===== src/hw/rtl/ncbm_pkg.sv =====
// Shared types, codes and constants for the nearest-centroid box matcher.
`timescale 1ns / 1ps

package ncbm_pkg;

    // Geometry of the fields
    localparam int COORD_BITS     = 14;
    localparam int CENTRE_W       = COORD_BITS + 1;
    localparam int SQ_W           = 2 * CENTRE_W;
    localparam int DIST_W         = 31;
    localparam int BOUND_W        = 34;
    localparam int LIMIT_W        = 16;
    localparam int INDEX_W        = 6;
    localparam int OPCODE_W       = 2;
    localparam int STATUS_W       = 2;

    localparam int               MAX_BOXES_DEF = 64;
    localparam logic [LIMIT_W-1:0] LIMIT_RESET = 16'd1000;
    localparam logic [BOUND_W-1:0] BOUND_RESET = 34'd4000000;

    // Opcodes
    localparam logic [OPCODE_W-1:0] OP_CLEAR = 2'd0;
    localparam logic [OPCODE_W-1:0] OP_LOAD  = 2'd1;
    localparam logic [OPCODE_W-1:0] OP_QUERY = 2'd2;

    // Result status codes
    localparam logic [STATUS_W-1:0] ST_DONE     = 2'd0;
    localparam logic [STATUS_W-1:0] ST_MATCH    = 2'd1;
    localparam logic [STATUS_W-1:0] ST_NO_MATCH = 2'd2;
    localparam logic [STATUS_W-1:0] ST_FULL     = 2'd3;

    // Controller to datapath
    typedef struct packed {
        logic accept;   // take the input item this cycle
        logic issue;    // read the table at the scan address and advance
        logic finish;   // move the finished result into the output register
    } ncbm_cmd_t;

    // Datapath to controller
    typedef struct packed {
        logic scan_req;  // presented item is a query and the table holds entries
        logic scan_last; // current scan address is the last filled entry
        logic busy;      // distance pipeline still holds entries
        logic out_free;  // output register can take a result this cycle
    } ncbm_sts_t;

endpackage


===== src/hw/rtl/ncbm_ctrl.sv =====
// Controller state machine: accept, table scan, pipeline drain, result hand-off.
`timescale 1ns / 1ps

module ncbm_ctrl
    import ncbm_pkg::*;
(
    input  logic      clk,
    input  logic      rst_n,
    input  logic      in_valid,
    output logic      in_stall,
    input  ncbm_sts_t sts,
    output ncbm_cmd_t cmd
);

    localparam logic [1:0] S_IDLE  = 2'd0;
    localparam logic [1:0] S_SCAN  = 2'd1;
    localparam logic [1:0] S_DRAIN = 2'd2;
    localparam logic [1:0] S_FIN   = 2'd3;

    logic [1:0] state_reg;
    logic [1:0] state_next;

    always_comb
    begin
        state_next = state_reg;
        unique case (state_reg)
            S_IDLE:
            begin
                if (in_valid)
                begin
                    state_next = sts.scan_req ? S_SCAN : S_FIN;
                end
            end
            S_SCAN:
            begin
                if (sts.scan_last)
                begin
                    state_next = S_DRAIN;
                end
            end
            S_DRAIN:
            begin
                if (!sts.busy)
                begin
                    state_next = S_FIN;
                end
            end
            S_FIN:
            begin
                if (sts.out_free)
                begin
                    state_next = S_IDLE;
                end
            end
            default:
            begin
                state_next = S_IDLE;
            end
        endcase
    end

    always_ff @(posedge clk or negedge rst_n)
    begin
        if (!rst_n)
        begin
            state_reg <= S_IDLE;
        end
        else
        begin
            state_reg <= state_next;
        end
    end

    assign in_stall   = (state_reg != S_IDLE);
    assign cmd.accept = in_valid && (state_reg == S_IDLE);
    assign cmd.issue  = (state_reg == S_SCAN);
    assign cmd.finish = (state_reg == S_FIN) && sts.out_free;

endmodule


===== src/hw/rtl/ncbm_dp.sv =====
// Datapath: centre table, distance pipeline, running minimum and output register.
`timescale 1ns / 1ps

module ncbm_dp
    import ncbm_pkg::*;
#(
    parameter int MAX_BOXES = MAX_BOXES_DEF
)
(
    input  logic                  clk,
    input  logic                  rst_n,
    input  ncbm_cmd_t             cmd,
    output ncbm_sts_t             sts,
    input  logic [BOUND_W-1:0]    bound,
    input  logic [OPCODE_W-1:0]   opcode,
    input  logic [COORD_BITS-1:0] x_min,
    input  logic [COORD_BITS-1:0] y_min,
    input  logic [COORD_BITS-1:0] x_max,
    input  logic [COORD_BITS-1:0] y_max,
    output logic                  out_valid,
    input  logic                  out_stall,
    output logic [STATUS_W-1:0]   status,
    output logic [INDEX_W-1:0]    match_index,
    output logic [DIST_W-1:0]     best_distance_sq
);

    localparam int ADDR_W = (MAX_BOXES > 1) ? $clog2(MAX_BOXES) : 1;
    localparam int CNT_W  = $clog2(MAX_BOXES + 1);

    // Centre table
    logic [CENTRE_W-1:0] mem_x [MAX_BOXES];
    logic [CENTRE_W-1:0] mem_y [MAX_BOXES];

    logic [CNT_W-1:0]    count_reg;
    logic [CNT_W-1:0]    addr_reg;
    logic [OPCODE_W-1:0] op_reg;
    logic                full_reg;
    logic [CENTRE_W-1:0] cx_reg;
    logic [CENTRE_W-1:0] cy_reg;

    // Distance pipeline
    logic                v1_reg, v2_reg, v3_reg;
    logic [ADDR_W-1:0]   i1_reg, i2_reg, i3_reg;
    logic [CENTRE_W-1:0] rd_x_reg, rd_y_reg;
    logic [CENTRE_W-1:0] dx_reg, dy_reg;
    logic [SQ_W-1:0]     sqx_reg, sqy_reg;

    // Running minimum
    logic                found_reg;
    logic [DIST_W-1:0]   best_reg;
    logic [ADDR_W-1:0]   best_idx_reg;

    // Output register
    logic                out_valid_reg;
    logic [STATUS_W-1:0] status_reg;
    logic [INDEX_W-1:0]  index_reg;
    logic [DIST_W-1:0]   dist_reg;

    logic [CENTRE_W-1:0] cx_in, cy_in;
    logic                has_room;
    logic [DIST_W-1:0]   d2;
    logic                in_limit;
    logic [31:0]         idx_wide;
    logic [STATUS_W-1:0] status_next;
    logic [INDEX_W-1:0]  index_next;
    logic [DIST_W-1:0]   dist_next;

    assign cx_in    = {1'b0, x_min} + {1'b0, x_max};
    assign cy_in    = {1'b0, y_min} + {1'b0, y_max};
    assign has_room = (count_reg < CNT_W'(MAX_BOXES));
    assign d2       = DIST_W'(sqx_reg) + DIST_W'(sqy_reg);
    assign in_limit = {{(BOUND_W-DIST_W){1'b0}}, best_reg} < bound;
    assign idx_wide = 32'(best_idx_reg);

    assign sts.scan_req  = (opcode == OP_QUERY) && (count_reg != '0);
    assign sts.scan_last = ((addr_reg + CNT_W'(1)) == count_reg);
    assign sts.busy      = v1_reg || v2_reg || v3_reg;
    assign sts.out_free  = !out_valid_reg || !out_stall;

    // Table writes and reads
    always_ff @(posedge clk)
    begin
        if (cmd.accept && (opcode == OP_LOAD) && has_room)
        begin
            mem_x[count_reg[ADDR_W-1:0]] <= cx_in;
            mem_y[count_reg[ADDR_W-1:0]] <= cy_in;
        end
        if (cmd.issue)
        begin
            rd_x_reg <= mem_x[addr_reg[ADDR_W-1:0]];
            rd_y_reg <= mem_y[addr_reg[ADDR_W-1:0]];
        end
    end

    // Item capture and fill count
    always_ff @(posedge clk or negedge rst_n)
    begin
        if (!rst_n)
        begin
            count_reg <= '0;
        end
        else if (cmd.accept)
        begin
            if (opcode == OP_CLEAR)
            begin
                count_reg <= '0;
            end
            else if ((opcode == OP_LOAD) && has_room)
            begin
                count_reg <= count_reg + CNT_W'(1);
            end
        end
    end

    always_ff @(posedge clk)
    begin
        if (cmd.accept)
        begin
            op_reg   <= opcode;
            full_reg <= !has_room;
            cx_reg   <= cx_in;
            cy_reg   <= cy_in;
        end
    end

    // Scan address
    always_ff @(posedge clk or negedge rst_n)
    begin
        if (!rst_n)
        begin
            addr_reg <= '0;
        end
        else if (cmd.accept)
        begin
            addr_reg <= '0;
        end
        else if (cmd.issue)
        begin
            addr_reg <= addr_reg + CNT_W'(1);
        end
    end

    // Pipeline valids
    always_ff @(posedge clk or negedge rst_n)
    begin
        if (!rst_n)
        begin
            v1_reg <= 1'b0;
            v2_reg <= 1'b0;
            v3_reg <= 1'b0;
        end
        else
        begin
            v1_reg <= cmd.issue;
            v2_reg <= v1_reg;
            v3_reg <= v2_reg;
        end
    end

    // Pipeline payload: absolute differences, then squares
    always_ff @(posedge clk)
    begin
        i1_reg  <= addr_reg[ADDR_W-1:0];
        i2_reg  <= i1_reg;
        i3_reg  <= i2_reg;
        dx_reg  <= (cx_reg >= rd_x_reg) ? (cx_reg - rd_x_reg) : (rd_x_reg - cx_reg);
        dy_reg  <= (cy_reg >= rd_y_reg) ? (cy_reg - rd_y_reg) : (rd_y_reg - cy_reg);
        sqx_reg <= dx_reg * dx_reg;
        sqy_reg <= dy_reg * dy_reg;
    end

    // Running minimum; strict compare keeps the lowest index on ties
    always_ff @(posedge clk or negedge rst_n)
    begin
        if (!rst_n)
        begin
            found_reg <= 1'b0;
        end
        else if (cmd.accept)
        begin
            found_reg <= 1'b0;
        end
        else if (v3_reg)
        begin
            found_reg <= 1'b1;
        end
    end

    always_ff @(posedge clk)
    begin
        if (v3_reg && (!found_reg || (d2 < best_reg)))
        begin
            best_reg     <= d2;
            best_idx_reg <= i3_reg;
        end
    end

    // Result of the finished item
    always_comb
    begin
        status_next = ST_DONE;
        index_next  = '0;
        dist_next   = '0;
        unique case (op_reg)
            OP_CLEAR:
            begin
                status_next = ST_DONE;
            end
            OP_LOAD:
            begin
                status_next = full_reg ? ST_FULL : ST_DONE;
            end
            OP_QUERY:
            begin
                if (found_reg && in_limit)
                begin
                    status_next = ST_MATCH;
                    index_next  = idx_wide[INDEX_W-1:0];
                    dist_next   = best_reg;
                end
                else
                begin
                    status_next = ST_NO_MATCH;
                end
            end
            default:
            begin
                status_next = ST_DONE;
            end
        endcase
    end

    always_ff @(posedge clk or negedge rst_n)
    begin
        if (!rst_n)
        begin
            out_valid_reg <= 1'b0;
        end
        else if (cmd.finish)
        begin
            out_valid_reg <= 1'b1;
        end
        else if (!out_stall)
        begin
            out_valid_reg <= 1'b0;
        end
    end

    always_ff @(posedge clk)
    begin
        if (cmd.finish)
        begin
            status_reg <= status_next;
            index_reg  <= index_next;
            dist_reg   <= dist_next;
        end
    end

    assign out_valid        = out_valid_reg;
    assign status           = status_reg;
    assign match_index      = index_reg;
    assign best_distance_sq = dist_reg;

    a_count_bounded: assert property (@(posedge clk) disable iff (!rst_n)
        count_reg <= CNT_W'(MAX_BOXES))
        else $error("fill count exceeds table depth");

    a_scan_in_range: assert property (@(posedge clk) disable iff (!rst_n)
        cmd.issue |-> (addr_reg < count_reg))
        else $error("scan reads beyond filled entries");

    a_match_within: assert property (@(posedge clk) disable iff (!rst_n)
        (out_valid_reg && (status_reg == ST_MATCH))
            |-> ({{(BOUND_W-DIST_W){1'b0}}, dist_reg} < bound))
        else $error("match reported outside distance limit");

    a_no_finish_while_busy: assert property (@(posedge clk) disable iff (!rst_n)
        cmd.finish |-> !(v1_reg || v2_reg || v3_reg))
        else $error("result taken while distance pipeline busy");

endmodule


===== src/hw/rtl/nearest_centroid_box_matcher_core.sv =====
// Top level of the nearest-centroid box matcher: limit register, controller, datapath.
`timescale 1ns / 1ps

// Usage:
//   Input channel (in_valid / in_stall) carries one item: opcode and four box edges.
//   opcode 0 clears the table, 1 loads a previous-frame box, 2 queries a current-frame
//   box against every stored centre. Each item yields exactly one result item on the
//   output channel (out_valid / out_stall): status, match_index, best_distance_sq.
//   Clear and load go straight from acceptance to the result hand-off; a query scans
//   the N filled entries one per cycle through a four-stage distance pipeline (table
//   read, difference, square, minimum), lets the pipeline drain and then hands off
//   its result; with an empty table it skips the scan. One item is worked on at a
//   time through the table read port and the single distance pipeline, so the next
//   item is taken only once the last result has moved into the output register.
//   The output register holds a finished result while the receiver stalls; the next
//   item is accepted meanwhile and its result waits until that register frees.
//   distance_limit must be written through cfg_wr_en / cfg_wr_data while the block
//   is idle (the block does not enforce it); the squared bound follows in the next cycle.
//   Reset empties the table (fill count zero), sets distance_limit to 1000 and drops
//   any item in flight; the table contents are left undefined.
module nearest_centroid_box_matcher_core
    import ncbm_pkg::*;
#(
    parameter int MAX_BOXES = MAX_BOXES_DEF
)
(
    input  logic                  clk,
    input  logic                  rst_n,
    input  logic                  in_valid,
    output logic                  in_stall,
    input  logic [OPCODE_W-1:0]   opcode,
    input  logic [COORD_BITS-1:0] x_min,
    input  logic [COORD_BITS-1:0] y_min,
    input  logic [COORD_BITS-1:0] x_max,
    input  logic [COORD_BITS-1:0] y_max,
    output logic                  out_valid,
    input  logic                  out_stall,
    output logic [STATUS_W-1:0]   status,
    output logic [INDEX_W-1:0]    match_index,
    output logic [DIST_W-1:0]     best_distance_sq,
    input  logic                  cfg_wr_en,
    input  logic [LIMIT_W-1:0]    cfg_wr_data
);

    ncbm_cmd_t          cmd;
    ncbm_sts_t          sts;
    logic [LIMIT_W-1:0] limit_reg;
    logic [BOUND_W-1:0] bound_reg;
    logic [2*LIMIT_W-1:0] limit_sq;

    // Hold the distance limit; rewrite on a config write.
    always_ff @(posedge clk or negedge rst_n)
    begin
        if (!rst_n)
        begin
            limit_reg <= LIMIT_RESET;
        end
        else if (cfg_wr_en)
        begin
            limit_reg <= cfg_wr_data;
        end
    end

    // Compare squared doubled-centre distances against 4 * limit^2.
    assign limit_sq = limit_reg * limit_reg;

    always_ff @(posedge clk or negedge rst_n)
    begin
        if (!rst_n)
        begin
            bound_reg <= BOUND_RESET;
        end
        else
        begin
            bound_reg <= {limit_sq, 2'b00};
        end
    end

    ncbm_ctrl u_ctrl (
        .clk      (clk),
        .rst_n    (rst_n),
        .in_valid (in_valid),
        .in_stall (in_stall),
        .sts      (sts),
        .cmd      (cmd)
    );

    ncbm_dp #(
        .MAX_BOXES (MAX_BOXES)
    ) u_dp (
        .clk              (clk),
        .rst_n            (rst_n),
        .cmd              (cmd),
        .sts              (sts),
        .bound            (bound_reg),
        .opcode           (opcode),
        .x_min            (x_min),
        .y_min            (y_min),
        .x_max            (x_max),
        .y_max            (y_max),
        .out_valid        (out_valid),
        .out_stall        (out_stall),
        .status           (status),
        .match_index      (match_index),
        .best_distance_sq (best_distance_sq)
    );

endmodule


===== config.mk =====
export PLATFORM = sky130hd
export DESIGN_NAME = nearest_centroid_box_matcher_core
export DESIGN_NICKNAME = d
export VERILOG_FILES = /design/src/hw/rtl/ncbm_pkg.sv /design/src/hw/rtl/ncbm_ctrl.sv /design/src/hw/rtl/ncbm_dp.sv /design/src/hw/rtl/nearest_centroid_box_matcher_core.sv
export SDC_FILE = /design/constraint.sdc
export NUM_CORES = 2
export LEC_CHECK = 0
export BUFFER_PORTS_ARGS = -buffer_cell sky130_fd_sc_hd__buf_2
export CAP_MARGIN = 10
export CORE_ASPECT_RATIO = 1.75
export CORE_MARGIN = 2
export CORE_UTILIZATION = 55
export CTS_CLUSTER_SIZE = 10
export DETAILED_ROUTE_END_ITERATION = 7
export MAX_ROUTING_LAYER = met4
export PLACE_DENSITY = 0.71
export SYNTH_ARGS = -nofsm -noshare
export SYNTH_HDL_FRONTEND = slang
export SYNTH_SLANG_ARGS = --single-unit

===== constraint.sdc =====
create_clock -name clk -period 6.9 [get_ports clk]
set_input_delay 0.69 -clock clk [delete_from_list [all_inputs] [get_ports clk]]
set_output_delay 0.69 -clock clk [all_outputs]
set_load 0.05 [all_outputs]

; ---- Word-level counts from Yosys, hierarchy flattened
; Memory sizes are Yosys's and may differ from the RTL's. A register that Yosys moved wholly into a read port is not among the register bits.
; Index checks and enable logic that the tools add are counted.
[word_totals]
register_bits = 286
mem_bits_rw = 1920
in_bits = 79
output_inout_bits = 41
wordCells = 105
mem_count = 2
[classes]
n_addsub = 9
mul = 3
n_lt_le_gt_ge = 5
eq_ne = 13
mux = 21
reduce_logical = 26
[memory_table]
columns = name, depth, width, rd, rd_clocked_by_memory_dff, write_ports, line
row1 = u_dp.mem_x, 64, 15, 1, 1, 1, ncbm_dp.sv:31  ; logic [CENTRE_W-1:0] mem_x [MAX_BOXES];
row2 = u_dp.mem_y, 64, 15, 1, 1, 1, ncbm_dp.sv:32  ; logic [CENTRE_W-1:0] mem_y [MAX_BOXES];
[ops]
columns = op, count
row1 = multiplier 15 x 15 -> 30 bit, 2
row2 = subtractor 15 bit, 4
row3 = less-than comparator 31 x 34 -> 1 bit, 1
row4 = multiplier 16 x 16 -> 32 bit, 1
row5 = adder 30 x 30 -> 31 bit, 1
row6 = less-than comparator 31 bit, 1
row7 = adder 14 x 14 -> 15 bit, 2
row8 = greater-or-equal comparator 15 bit, 2
row9 = two-way mux 15 bit, 2
row10 = two-way mux 7 bit, 4
row11 = adder 7 x 1 -> 7 bit (second input constant), 2
row12 = two-way mux 2 bit, 7
row13 = equality test 2 bit (second input constant), 4
row14 = logical AND 1 bit, 8
row15 = one-hot mux 2 bit (4 select lines), 1
row16 = nonzero test 2 bit, 4
row17 = equality test 7 bit, 1
row18 = less-than comparator 7 bit (second input constant), 1
row19 = nonzero test 7 bit, 1
row20 = equality test 2 x 1 -> 1 bit (second input constant), 3
row21 = two-way mux 1 bit, 6
row22 = inequality test 2 bit (second input constant), 3
row23 = zero test 1 bit, 4
row24 = zero test 2 bit, 2
row25 = 5 further kinds, 10

; ---- Depth between registers and ports, before layout
[logic_depth]
depth_word = 6
depth_mapped = 26
ltp_nobuf = 24

; ---- Cells and area by module
; From an unflattened synthesis, not the netlist that was laid out.
[unflattened]
hier_cells = 7360
area_unflattened_um2 = 109337.4
[modules_own_cells]
columns = mod, n_inst, cells_per_inst, area_per_inst_um2, seq_area_each_um2
row1 = ncbm_dp, 1, 6396, 100360.0, 64426.8
row2 = nearest_centroid_box_matcher_core, 1, 943, 8758.4, 1192.4
row3 = ncbm_ctrl, 1, 21, 219.0, 50.0

; ---- Worst setup path before layout
; OpenSTA, ideal clock, no wires.
[synth_path]
path_kind = register to register
from = register limit_reg[2]
to = register bound_reg[33]
setup_ns = 0.080
arrival_time_ns = 6.163
required_time_ns = 6.820
setup_slack_ns = 0.657
stages_incl_launch_ff = 27
path_buffers = 2
synth_period_minus_slack_ns = 6.243
cell_sequence = dfrtp_1 -> clkbuf_1 -> nand2_1 -> inv_1 -> fa_1 -> inv_1 -> fa_1 -> inv_1 -> fa_1 -> inv_1 -> fa_1 -> inv_1 -> fa_1 -> inv_1 -> fa_1 -> inv_1 -> ha_1 -> clkbuf_1 -> o21a_1 -> o21bai_1 -> o21ai_0 -> a211o_1 -> a31o_2 -> a211oi_1 -> o41ai_1 -> a221oi_1 -> xnor2_1
[synth_via]
elab_chain_len = 1
[synth_lines]
columns = element, line
row1 = "start, declared", nearest_centroid_box_matcher_core.sv:47  ; logic [LIMIT_W-1:0] limit_reg;
row2 = "start signal, assigned", nearest_centroid_box_matcher_core.sv:60  ; limit_reg <= cfg_wr_data;
row3 = multiplier 16 x 16 -> 32 bit, nearest_centroid_box_matcher_core.sv:65  ; assign limit_sq = limit_reg * limit_reg;
row4 = named net limit_sq[31], nearest_centroid_box_matcher_core.sv:49  ; logic [2*LIMIT_W-1:0] limit_sq;
row5 = "end signal, assigned", nearest_centroid_box_matcher_core.sv:75  ; bound_reg <= {limit_sq, 2'b00};
row6 = "end, declared", nearest_centroid_box_matcher_core.sv:48  ; logic [BOUND_W-1:0] bound_reg;
; The timed path passes the listed nets, and every way through them passes these cells.
; A chain may end at the register's enable or synchronous reset.

; ---- Worst setup path in the final report
[layout_path]
from = register u_dp.dx_reg[4]
to = register u_dp.sqx_reg[27]
[layout_via]
elab_chain_len = 1
[layout_lines]
columns = element, line
row1 = "start, declared", ncbm_dp.sv:45  ; logic [CENTRE_W-1:0] dx_reg, dy_reg;
row2 = "start signal, assigned", ncbm_dp.sv:166  ; dx_reg <= (cx_reg >= rd_x_reg) ? (cx_reg - rd_x_reg) : (rd_x_reg - cx_reg);
row3 = multiplier 15 x 15 -> 30 bit, ncbm_dp.sv:168  ; sqx_reg <= dx_reg * dx_reg;
row4 = "end signal, assigned", ncbm_dp.sv:168
row5 = "end, declared", ncbm_dp.sv:46  ; logic [SQ_W-1:0] sqx_reg, sqy_reg;
; No other way between the ends.

==> summary.txt <==
Synthesis
  • Cell accounting for the most synthesized area: edfxtp_1
  • Most used DFF post-synth: edfxtp_1
  • Post-synth EDFFs: roughly 2.1k
  • Seq/Total Area, Yosys: between 60% and 70%
  • Largest cells by area after synthesis: edfxtp_1 (57%), fa_1 (8.1%), mux4_2 (5.6%)
  • Cell Area, Synth: 109000 µm²
  • Yosys Warn Count: 0
  • Ys async rst share: around 3.0%
  • Yosys reg bits: 2233
  • Syn Nets: roughly 8.3k
  • Mapped Cells: between 7k and 8k
  • Syn Area/Cell: between 10 and 15 µm²
  • Yosys top cell area share: between 50% and 60%
  • Cell variety after synth: 84

Clocking
  • Worst skew pair latency: around 820 ps
  • CTS clk-pin slew, worst paths: ~70 ps
  • TritonCTS Sinks: between 2k and 2.5k
  • H-tree Lvls: 5
  • CTS tree: yes
  • # Post-CTS Setup Buffers: 0
  • CTS buffer count: ~270
  • CTS max path bufs: 4
  • Clk root buf: clkbuf_16

STA
  • Final Hold Vio Count: 0
  • Crit path time final: between 6000 and 7000 ps
  • RSZ-0062 raised after global routing: no
  • Post-route clock period utilization: between 90% and 100%
  • Final setup vio count: 0
  • Setup TNS: 0 ps
  • Max_slew headroom: between 10% and 20%
  • Max-slew violation total from the final report: 0
  • Worst slew pin tran: about 1200 ps
  • Fmax: 150 MHz
  • Worst Clk Skew: approximately 44 ps
  • Final worst setup slack: 246 ps

Floorplanning
  • Die area: slightly above 200000 µm²
  • Die width: 341 µm
  • Core area: 198000 µm²
  • Top Ports: 120
  • Initial Util: between 50 and 60%
  • Die height: 593 µm
  • Row Count: around 220

Worst setup path
  • WS Path Type: reg -> reg
  • Crit path DAT: 7380 ps
  • CP endpoint kind: register
  • Critical path peak fanout: 15
  • Required @ worst endpoint: roughly 7600 ps
  • Startpoint Class: register

Final layout
  • Design area: roughly 120000 µm²
  • Nets: between 8k and 9k
  • Area Growth Syn to Fin: 11.4%
  • Share of cells above drive strength 1: between 10% and 20%
  • FILL cells: 14.4k
  • Non-Filler Instances: 10.2k

Route
  • Vias/cell: just over 6
  • DR pass1 iterations: 6
  • Post-DRT Antenna Nets: 0
  • Initial DRC count: 5107
  • Residual DRC: 0
  • Final WL: around 260 mm
  • Wire length per cell: 25.8 µm
  • DR vias: a little over 60k

Flow run
  • Max cap viols: 0

Placed design
  • Gpl congestion: 0.920
  • Placed insts: approximately 9.9k
  • Cell Area, Placed: 114000 µm²
  • Worst slack, placed: ~130 ps
  • Port bufs: roughly 120
  • DP Wirelength: 172 mm

Global route
  • Final global-route overflow total: 0
  • Initial antenna violation count: 7
  • First-pass GRT wire length: around 400 mm
  • Largest net degree at the start of global routing: ~120
  • GRT Total Usage: between 20% and 30%
  • Vias in the first global route: approximately 66k

Worst hold path
  • Hold WC Path Type: in -> reg

Outcome
  • Outcome: finished, final reports clean
## per-stage QoR
stage	hold slack, ps	utilization, %
after CTS	71.2	61.5
after detailed placement	312	57.7
final	120	61.5
after global routing	105	61.5
after floorplan	310	-
after global placement	310	57.7
## repair_timing
action / CTS / global route
resized for setup: 0 / 13
endpoints found under the hold margin: 15 / 0
setup endpoints to repair: 0 / 7
hold buffers: 1 / 0
## layout make-up
cell class	instances	area (µm²)	share of cell area, %
antenna	6	15.0	0.0124
clock buffer	312	7130	5.87
clock inverter	16	209	0.172
inverter	810	3040	2.51
multi-input combinational	3953	40000	32.9
sequential	2233	65700	54.1
tap	2616	3270	2.69
timing repair buffer	296	2140	1.76
## synthesized netlist by cell type (all sizes together), types with 18 or more instances
library cell	number
o221ai	122
o22ai	125
inv	809
ha	463
and2	136
mux4	270
a21o	92
a211oi	24
mux2i	382
nor2b	42
buf	84
fa	442
nor3	56
nor2	183
nand4	25
mux2	135
dfrtp	55
dfxtp	106
nand2b	23
edfxtp	2059
clkbuf	220
or2	19
xor2	62
o21a	20
a21oi	373
nand3	33
xnor2	116
o21ai	213
and3	18
nand2	411
o21bai	22
## layer usage
metal | global-route usage [%] | vias up | share of wire (%)
li1 | - | 27256 | -
met1 | 28.6 | 31640 | 34
met2 | 50.7 | 2284 | 56
met3 | 3.06 | 689 | 5.2
met4 | 11.9 | 0 | 4.7
met5 | - | - | 0
## logic make-up (layout without fill, tap and decap cells)
family	after synthesis	after routing	synth area share [%]
flip-flops	2233	2233	60.2
multiplexers	787	787	10.5
AND/OR/NAND/NOR	988	988	4.28
XOR/XNOR	178	178	1.43
AO/OA/AOI/OAI	1095	1095	6.31
adder cells (fa/ha/maj)	905	905	13.4
other	0	6	0
buffers and inverters	1114	1434	3.88
## layout by cell type, fill, tap and decap left out, types with 19 or more instances in the layout
cell | netlist | final
o22ai_1 | 125 | 125
edfxtp_1 | 2059 | 2059
fa_1 | 442 | 442
nand4_1 | 25 | 25
nand2b_1 | 23 | 22
nor2_1 | 183 | 118
buf_4 | 2 | 160
clkbuf_16 | 0 | 279
xnor2_2 | 0 | 20
nor3_1 | 56 | 54
and2_1 | 133 | 132
xnor2_1 | 116 | 96
dfrtp_1 | 55 | 49
mux4_2 | 270 | 270
mux2_2 | 135 | 135
o21a_1 | 20 | 20
a21oi_1 | 373 | 372
buf_2 | 28 | 118
nand2_1 | 411 | 410
or2_2 | 19 | 19
o221ai_1 | 122 | 122
o21ai_0 | 210 | 208
a21o_1 | 92 | 92
nor2_4 | 0 | 64
clkbuf_1 | 220 | 31
inv_1 | 809 | 807
nand3_1 | 33 | 33
xor2_1 | 62 | 60
o21bai_1 | 22 | 22
a211oi_1 | 23 | 22
nor2b_1 | 41 | 41
dfxtp_1 | 106 | 100
ha_1 | 463 | 460
mux2i_1 | 382 | 382
## worst paths after layout
kind	slack, ps	start	depth (start not counted)	end
max reg2reg	250	u_dp.dx_reg[4]	19	u_dp.sqx_reg[27]
max in group asynchronous	5440	rst_n	3	u_dp.addr_reg[2]
min	120	cfg_wr_data[5]	2	limit_reg[5]
min reg2reg	320	u_dp.i2_reg[4]	0	u_dp.i3_reg[4]
min in group asynchronous	300	rst_n	2	limit_reg[4]
max	250	u_dp.dx_reg[4]	19	u_dp.sqx_reg[27]
## critical path, cell delays in order (launching register included)
cell	delay, ps
dfxtp_1	720
nand2_1	160
fa_1	550
fa_1	510
inv_1	50
fa_1	490
fa_1	500
fa_1	490
inv_1	50
fa_1	470
inv_1	40
ha_1	350
a21o_1	200
a2111oi_0	540
o31ai_1	150
a21oi_1	310
o21bai_1	170
a21o_1	230
or4b_1	490
nand4b_1	110
Power is not shown: default switching activity piles up to over one toggle a cycle in this logic, so the estimate is an artifact.
